**config.mk**
```make
export PLATFORM = sky130hd
export DESIGN_NAME = pel_div
export DESIGN_NICKNAME = d
export VERILOG_FILES = /design/src/hdl/pel_pkg.sv /design/src/hdl/pel_div.sv
export SDC_FILE = /design/constraint.sdc
export NUM_CORES = 1
export LEC_CHECK = 0
export BUFFER_PORTS_ARGS = -buffer_cell sky130_fd_sc_hd__buf_2
export CAP_MARGIN = 30
export CORE_MARGIN = 5
export CORE_UTILIZATION = 63
export DETAILED_ROUTE_END_ITERATION = 8
export PLACE_DENSITY = 0.83
export RECOVER_POWER = 50
export SLEW_MARGIN = 25
export SYNTH_ARGS = -nofsm -noshare
export SYNTH_HDL_FRONTEND = slang
export SYNTH_SLANG_ARGS = --single-unit
```
**constraint.sdc**
```tcl
create_clock -name clk_i -period 5.1 [get_ports clk_i]
set_input_delay 0.255 -clock clk_i [delete_from_list [all_inputs] [get_ports clk_i]]
set_output_delay 0.255 -clock clk_i [all_outputs]
set_load 0.05 [all_outputs]
```
**src/hdl/pel_pkg.sv**
```systemverilog
package pel_pkg;

  // grid size
  localparam int SIZE_X = 16;
  localparam int SIZE_Y = 16;
  localparam int SIZE_Z = 16;
  localparam int CELLS  = SIZE_X * SIZE_Y * SIZE_Z;

  // walk counter and address widths
  localparam int XW     = (SIZE_X > 1) ? $clog2(SIZE_X) : 1;
  localparam int YW     = (SIZE_Y > 1) ? $clog2(SIZE_Y) : 1;
  localparam int ZW     = (SIZE_Z > 1) ? $clog2(SIZE_Z) : 1;
  localparam int ADDR_W = (CELLS > 1) ? $clog2(CELLS) : 1;

  // field and register widths
  localparam int COORD_IN_W = 4;
  localparam int POT_W      = 16;
  localparam int LEAD_W     = 14;
  localparam int SCALE_W    = 32;
  localparam int DIMS_W     = 2;
  localparam int OUT_W      = 48;
  localparam int CFG_IDX_W  = 3;
  localparam int CFG_DATA_W = 32;

  // datapath widths
  localparam int R_W       = LEAD_W + 1;
  localparam int R2_W      = 2 * R_W;
  localparam int SQ_FRAC   = 32;
  localparam int SQ_IN_W   = R2_W + SQ_FRAC;
  localparam int SQ_STEPS  = SQ_IN_W / 2;
  localparam int ROOT_W    = SQ_STEPS;
  localparam int D_W       = R2_W + ROOT_W;
  localparam int WSHIFT    = 40;
  localparam int NUM_W     = D_W + 1;
  localparam int Q_W       = 25;
  localparam int DIFF_W    = POT_W + 1;
  localparam int TERM_W    = DIFF_W + Q_W + 1;
  localparam int ACC_W     = 64;

  // register indexes
  typedef enum logic [CFG_IDX_W-1:0] {
    REG_SCALE  = 3'd0,
    REG_LEAD_X = 3'd1,
    REG_LEAD_Y = 3'd2,
    REG_LEAD_Z = 3'd3,
    REG_DIMS   = 3'd4
  } cfg_reg_e;

endpackage

```
**src/hdl/pel_div.sv**
```systemverilog
module pel_div (
  input  logic                       clk_i,
  input  logic                       rst_ni,
  input  logic                       start_i,
  input  logic [pel_pkg::NUM_W-1:0]  num_i,
  input  logic [pel_pkg::D_W-1:0]    den_i,
  output logic                       done_o,
  output logic [pel_pkg::Q_W-1:0]    quot_o
);
  import pel_pkg::*;

  localparam int CNT_W = $clog2(Q_W);
  localparam int DSH_W = D_W + Q_W - 1;

  logic             busy_q, busy_d;
  logic [CNT_W-1:0] cnt_q, cnt_d;
  logic [NUM_W-1:0] rem_q, rem_d;
  logic [DSH_W-1:0] dsh_q, dsh_d;
  logic [Q_W-1:0]   quot_q, quot_d;
  logic             fits;
  logic             last;

  assign fits   = DSH_W'(rem_q) >= dsh_q;
  assign last   = (cnt_q == CNT_W'(Q_W - 1));
  assign done_o = busy_q && last;
  assign quot_o = quot_q;

  // restoring division, one quotient bit per cycle
  always_comb begin
    busy_d = busy_q;
    cnt_d  = cnt_q;
    rem_d  = rem_q;
    dsh_d  = dsh_q;
    quot_d = quot_q;
    if (start_i) begin
      busy_d = 1'b1;
      cnt_d  = '0;
      rem_d  = num_i;
      dsh_d  = DSH_W'(den_i) << (Q_W - 1);
      quot_d = '0;
    end else if (busy_q) begin
      if (fits) begin
        rem_d = rem_q - dsh_q[NUM_W-1:0];
      end
      quot_d = {quot_q[Q_W-2:0], fits};
      dsh_d  = dsh_q >> 1;
      cnt_d  = cnt_q + CNT_W'(1);
      if (last) begin
        busy_d = 1'b0;
      end
    end
  end

  always_ff @(posedge clk_i or negedge rst_ni) begin
    if (!rst_ni) begin
      busy_q <= 1'b0;
      cnt_q  <= '0;
    end else begin
      busy_q <= busy_d;
      cnt_q  <= cnt_d;
    end
  end

  always_ff @(posedge clk_i) begin
    rem_q  <= rem_d;
    dsh_q  <= dsh_d;
    quot_q <= quot_d;
  end

endmodule

```
======== Yosys cells after proc, flatten, opt, wreduce, memory -nomap -nowiden ========
Index checks and enable logic that the tools add are counted.
word-level totals
  register bits ........................... 178
  input bits .............................. 126
  word-level logic and storage cells ...... 24
operators by class
  muxes and demuxes ....................... 10
  $lt $le $gt $ge ......................... 1
  $add $sub $neg .......................... 2
  reductions and logical operators ........ 4
  eq/ne operators ......................... 1
operator list
  cell                                                            number
  62-bit 2-to-1 mux                                               3
  85-bit 2-to-1 mux                                               2
  62-bit by 85-bit greater-or-equal comparator with 1-bit output  1
  62-bit subtractor                                               1
  5-bit 2-to-1 mux                                                2
  5-bit by 1-bit adder with 5-bit output (second input constant)  1
  5-bit equality test (second input constant)                     1
  2-bit nonzero test                                              2
  1-bit 2-to-1 mux                                                3
  2-bit AND reduction                                             1
  1-bit logical AND                                               1

======== Longest topological paths before layout ========
Gate-level depths: netlist (run 1).
  depth after elaboration ................. 4
  depth in mapped cells ................... 12
  mapped depth without buffers ............ 12

======== Worst setup path before layout (run 1) ========
No wires, ideal clock.
  path type ............................... reg-to-reg
  start point ............................. register rem_q[18]
  end point ............................... register rem_q[0], enable pin
  slack ................................... 1736 ps
  setup time .............................. 393 ps
  arrival time ............................ 2971 ps
  stages on the path, launching flop included .. 12
  buffers on the path ..................... 1
  data required time ...................... 4707 ps
  cells stage by stage .................... edfxtp_1 ha_1 clkbuf_1 a21oi_1 o21ai_0 o21a_1 nor2_1 a31oi_1 o211a_1 nor2_1 a211oi_1 or2_2
between the ends
  word-level cells in the longest chain between the ends .. 3
RTL lines
  item                                                            line           text
  start, declared                                                 pel_div.sv:17  logic [NUM_W-1:0] rem_q, rem_d;
  start signal, assigned                                          pel_div.sv:65  rem_q <= rem_d;
  62-bit by 85-bit greater-or-equal comparator with 1-bit output  pel_div.sv:23  assign fits = DSH_W'(rem_q) >= dsh_q;
  2-bit nonzero test (no line)                                    n/a
  2-bit AND reduction (no line)                                   n/a
No other way between the ends.
A chain may end at the register's enable or synchronous reset.

======== Final worst setup path (run 1) ========
  start point ............................. input start_i
  end point ............................... register rem_q[50] (data pin)
between the ends
  word-level cells in the longest chain between the ends .. 1
RTL lines
  item               line           text
  start, declared    pel_div.sv:4   input logic start_i,
  62-bit 2-to-1 mux  pel_div.sv:35  if (start_i) begin
  net rem_d[50]      pel_div.sv:17
The timed path passes the listed nets, and every way through them passes these cells.

==> flow_summary.toml, run 1 <==
[sta]
relSlewSlack = -0.5301
skew_ps = 16.71
hold_viol = 0
timing.final.crit_share = 0.8431
max_freq_ghz = 0.2326
layout_min_cycle_time_ps = 4300
setup_viol = 0
rsz0062_at_grt = "no"
maxSlewViolCount = 248
max_slew.worst_pin.slew_ps = 2295
setup_tns_ps = 0

[critical_path]
regToRegSetupSlack_ps = 1090
cp.arrival_ps = 4500
critPathRequiredTime_ps = 5300
critical_path_class = "in2reg"
worst_setup_path_start_kind = "input pin"
r2r_cells = 11
reg2reg_from = "dsh_q[29]"
crit_path_max_fanout = 66
cp-endpoint = "rem_q[50]"
r2r_end = "rem_q[30]"
critPathCaptureType = "flip-flop"
cp-startpoint = "start_i"

[layout]
num-nets-final = 1520
area_growth_pct = 12.80
finish.utilization = 0.7157
nFillCells = 1385
antennaDiodeCount = 0
drive_gt1_frac = 0.1379
final_area_sq_mm = 0.01272

[logic_synthesis]
synth-compound-area-share = 0.2135
muxShareOfSynthArea = 0.04814
syn_inst = 1218
avgSynthCellArea_sq_um = 9.262
synthAdderAreaFrac = 0.07276
synth_nets = 1409
synth_area_sq_mm = 0.01128
synth_edf_count = 123
async_flop_share = 0.03371
synth_ff_type = "edfxtp_1"
ys_warn_count = 0
ys_ff_latch = 178
synth_top_family_by_area = "compound AO/OA/AOI/OAI gates"
seq_area_frac_synth = 0.4277
synthXorXnorAreaFrac = 0.03960
yosys.area_share.simple = 0.1453
synth_cell_type_count = 80

[power]
intPower_mw = 2.973
power_density_mw_per_mm2 = 356.6
power.share.clock = 0.292
p_sw_frac = 0.3448
irDropWorstVdd_uv = 261.7
p_switching_mw = 1.564
leakage_nw = 5.601
combPwrFrac = 0.321
p_seq_frac = 0.387

[global_route]
antenna_found_initial = 0
grt_pass1_vias = 9079
gr-total-overflow = 0
grt_pass1_wl_microns = 44390
grt_use_total = 0.2682
grt_max_degree = 87

[place]
placed_area_sq_mm = 0.01215
hpwl_microns = 20240
globalplace.congestion = 0.9438
place.port_buffers = 151

[worst_hold_path]
hold_path_class = "in2reg"
holdPathStages = 3

[floorplanning]
die_h_microns = 143.8
rows = 49
ios = 152
initial_core_util = 0.6345
dieWidth_microns = 143.8
coreArea_sq_mm = 0.01778
die_area_sq_mm = 0.02068

[clock_tree]
clk_latency_ps = 440
cts_tree = "built"
clockRootBuffer = "clkbuf_16"
clkSinkCount = 178
cts_resized = 0
cts-buffers-inserted = 17
clk_pin_slew_ps = 70
htree_num_levels = 4
cts_max_path_buffers = 2

[route]
drt-initial-drc-count = 810
totalWireLength_microns = 28460
dr.pass1.iters = 6
antenna_left = 0
vias_per_cell = 6.172
via_count = 9696
drc = 0
avgRoutedWirePerCell_microns = 18.11

[run_status]
violations = "max-capacitance violations, max-slew violations"
outcome = "finished with violations"

[flow_run]
maxCapViolCount = 4
## routing by layer
layer / up-vias / share of wire / GRT usage
met5: - / 0 / 0
met4: 0 / 0.030 / 0.1075
met3: 60 / 0.074 / 0.04792
met2: 413 / 0.46 / 0.4253
met1: 4544 / 0.43 / 0.3673
li1: 4679 / - / -
## cell usage after synthesis (7+ instances only)
cell,n,share of area
nor3_1,12,0.0053
a21o_1,33,0.022
nand3_1,17,0.0075
o21bai_1,9,0.0060
o31ai_1,40,0.027
a21oi_1,79,0.035
dfxtp_1,49,0.087
buf_2,9,0.0040
nand2_1,149,0.050
nand4_1,21,0.012
nand2b_1,7,0.0039
and3_1,12,0.0067
o21a_1,7,0.0047
buf_1,12,0.0040
a31oi_1,13,0.0072
a22o_1,26,0.020
o21ai_0,73,0.032
o21ai_1,14,0.0062
inv_1,83,0.028
nor2_1,95,0.032
nor4_1,12,0.0067
clkbuf_1,48,0.016
xnor2_1,30,0.023
xor2_1,21,0.016
ha_1,64,0.071
edfxtp_1,123,0.33
mux2i_1,52,0.046
o211ai_1,7,0.0047
## flip-flops by register name (all words and copies together), names as in the netlist
register / cells
dsh_q: 85
rem_q: 62
quot_o: 25
cnt_q: 5
busy_q: 1
## logic make-up after synthesis
family / count (synthesis)
buffers and inverters: 155
AOI/OAI and AO/OA: 356
muxes: 54
and+or+nand+nor: 359
DFF: 178
adders and majority gates: 65
xor gates and xnor gates: 51
## worst min path at each step
stage                         start        end  slack, ps
after global placement       rst_ni   cnt_q[2]         90
after floorplan              rst_ni     busy_q        -40
after detailed placement     rst_ni   cnt_q[0]         90
after CTS                 den_i[13]  dsh_q[37]         80
final                     den_i[13]  dsh_q[37]         80
after global routing      den_i[16]  dsh_q[40]         90
## power groups by stage
stage / logic (mW) / registers [mW] / clock network (mW)
floorplan: 1.08 / 1.77 / 0
global placement: 1.39 / 1.78 / 0
detailed placement: 1.40 / 1.79 / 0
CTS: 1.43 / 1.75 / 1.34
global route: 1.60 / 1.77 / 1.40
finish: 1.46 / 1.76 / 1.32
## final cells by class
| type | count | area [sq um] | share of cell area |
|---|---|---|---|
| multi-input combinational | 885 | 5858 | 0.4604 |
| sequential | 178 | 4826 | 0.3793 |
| timing repair buffer | 163 | 849.6 | 0.06677 |
| clock buffer | 19 | 464.2 | 0.03648 |
| inverter | 84 | 315.3 | 0.02478 |
| tap | 229 | 286.5 | 0.02252 |
| clock inverter | 13 | 125.1 | 0.009833 |
## timing repair
item | CTS | global route
endpoints found under the hold margin | 6 | 0
endpoints found under the setup margin | 0 | 0
buffers inserted | 0 | 0
hold buffers | 1 | 0
## through the flow
stage          worst slack, ps  hold WS, ps  std cells  total power, mW
6_report                 800.1        83.46       1571            4.538
5_1_grt                  458.0        91.74       1571            4.762
4_1_cts                   1170        75.91       1570            4.519
3_5_place_dp              1195        89.53       1537            3.190
3_3_place_gp              1312        86.92       1536            3.164
2_1_floorplan             1736       -40.59       1218            2.847
## cells in the final DEF, fill, tap and decap left out, types with 13 or more instances in the layout
cell and n:
nand3_1 17, o21ai_0 73, dfxtp_1 49, ha_1 64
o31ai_1 40, o21ai_1 14, nand2_1 149, a22o_1 26
mux2i_1 52, xor2_1 21, a31oi_1 13, buf_2 124
nor2_1 95, clkbuf_1 29, clkbuf_16 18, nand4_1 21
a21o_1 33, inv_1 83, a21oi_1 79, xnor2_1 30
edfxtp_1 123
## critical path, stage by stage
cell and delay [ps]:
dlymetal6s4s_1 1610, clkbuf_1 1720, nor3b_1 170, a211o_1 370, a211o_1 270
Power figures use the tool's default switching activity.
==> run 2: changes to the inputs <==
Settings changed: CORE_UTILIZATION 63 to 53, PLACE_DENSITY 0.83 to 0.74.
Clock period 5.1 ns to 3.8 ns, I/O delays scaled along.
==> run 2 against run 1 <==
The run still ends with max-capacitance violations, max-slew violations left; combinational power rose by 34%; die area rose by 17%; register-to-register slack got worse by 740 ps; largest power group unchanged; critical path type is now reg2reg; highest routed layer unchanged; final cell count rose by 3.1%; design area rose by 0.86%; routed wire length rose by 0.96%; clock power rose by 40%.
==> flow_summary.toml, run 2 (synthesis gave the netlist of run 1 again) <==
[critical_path]
cp.arrival_ps = 3560
slowest_stage = "a31oi_1"
cp-endpoint = "rem_q[35]"
cp-startpoint = "dsh_q[1]"
r2r_end = "rem_q[35]"
r2r_cells = 12
critPathCaptureType = "flip-flop"
critPathRequiredTime_ps = 3920
crit_path_max_fanout = 49
crit_buf_inv = 2
reg2reg_from = "dsh_q[1]"
critical_path_class = "reg2reg"
worst-path-stages = 12
critPathTopFamily = "compound AO/OA/AOI/OAI gates"
regToRegSetupSlack_ps = 350
worst_setup_path_start_kind = "flip-flop"
slowest_delay_ps = 530
crit_chain = "inv_1 > ha_1 > nor2b_1 > o31ai_2 > a21oi_1 > o2111ai_1 > a31oi_1 > o211a_1 > nor2_1 > a211oi_1 > or2_2 > buf_12"

[worst_hold_path]
holdPathStages = 3
hold_path_class = "in2reg"

[sta]
max_slew.worst_pin.slew_ps = 2339
maxSlewViolCount = 123
timing.final.crit_share = 0.9069
skew_ps = 10.61
rsz0062_at_grt = "no"
hold_viol = 0
max_freq_ghz = 0.2902
relSlewSlack = -0.5590
setup_viol = 0
setup_tns_ps = 0
layout_min_cycle_time_ps = 3446

[place]
placed_area_sq_mm = 0.01223
hpwl_microns = 20780
place.port_buffers = 151
globalplace.congestion = 0.9271

[layout]
regMostFlops = "dsh_q"
num-nets-final = 1523
area_growth_pct = 13.76
final_cell_mix = "nand2_1, buf_2, edfxtp_1, nor2_1, inv_1"
layout_commonest_cell = "nand2_1"
final_area_sq_mm = 0.01283
drive_gt1_frac = 0.1420
largest_register_ffs = 85
antennaDiodeCount = 0

[clock_tree]
ctsHoldBuffers = 2
clockRootBuffer = "clkbuf_16"
cts_setup_buffers = 0
cts_max_path_buffers = 2
cts_tree = "built"
htree_num_levels = 4
cts_resized = 0
clkSinkCount = 178
clk_latency_ps = 440
cts-buffers-inserted = 17
clk_pin_slew_ps = 80

[floorplanning]
ios = 152
coreArea_sq_mm = 0.02102
die_h_microns = 155.9
dieWidth_microns = 155.9
rows = 53
initial_core_util = 0.5366
die_area_sq_mm = 0.02430

[run_status]
violations = "max-capacitance violations, max-slew violations"
outcome = "finished with violations"

[route]
avgRoutedWirePerCell_microns = 17.74
via_count = 9528
antenna_left = 0
drc = 0
dr.pass1.iters = 5
totalWireLength_microns = 28730
drt-initial-drc-count = 770
vias_per_cell = 5.881

[global_route]
gr-total-overflow = 0
grt_use_total = 0.2315
grt_pass1_vias = 9182
grt_max_degree = 123
grt_pass1_wl_microns = 45660
antenna_found_initial = 0

[power]
power_density_mw_per_mm2 = 479.7
irDropWorstVdd_uv = 288.0
leakage_nw = 5.611

[flow_run]
maxCapViolCount = 1
## run 2: cell types whose count changed in the layout (fill, tap and decap cells not counted), sizes merged, moves of 2 or more
cell    delta
clkbuf     -2
buf        +3
inv        -5
clkinv     +6
## run 2: metal layers
metal	global-route usage	up-vias	part of all wire
li1	-	4696	-
met1	0.3241	4475	0.46
met2	0.3726	319	0.46
met3	0.03939	38	0.064
met4	0.06544	0	0.021
met5	0	-	0
## run 2: through the flow
stage               hold slack (ps)  setup slack, ps  utilization  std cells  power [mW]
floorplan                    -105.6            435.8            -       1218       3.821
global placement              21.79            478.4       0.5819       1586       4.276
detailed placement            23.09            410.9       0.5819       1586       4.302
CTS                           3.306            390.8       0.6129       1620       6.160
global route                  24.15            99.12       0.6105       1620       6.475
finish                        21.98            353.7       0.6105       1620       6.157
## run 2: where the power goes
| part | leakage [nW] | internal [mW] | switching [mW] | total [mW] |
|---|---|---|---|---|
| combinational | 3.56 | 0.773 | 1.18 | 1.95 |
| clock | 0.299 | 0.911 | 0.937 | 1.85 |
| sequential | 1.76 | 2.29 | 0.0632 | 2.35 |
| total | 5.61 | 3.98 | 2.18 | 6.16 |
## run 2: layout make-up
type	count	area, sq um
Inverter	84	315.3
Clock inverter	15	205.2
Multi-Input combinational cell	885	5861
Clock buffer	17	425.4
Fill cell	1818	8188
Tap cell	275	344.1
Timing Repair Buffer	166	857.1
Sequential cell	178	4826
## run 2: how the worst min path moves through the flow
| stage | endpoint | start |
|---|---|---|
| 6_report | dsh_q[46] | den_i[22] |
| 5_1_grt | dsh_q[49] | den_i[25] |
| 4_1_cts | dsh_q[48] | den_i[24] |
| 3_5_place_dp | cnt_q[2] | rst_ni |
| 3_3_place_gp | cnt_q[2] | rst_ni |
| 2_1_floorplan | busy_q | rst_ni |
## run 2: tightest hold or removal path: stages
cell and delay, ps:
buf_2 70, nand2_1 40, o31ai_1 50
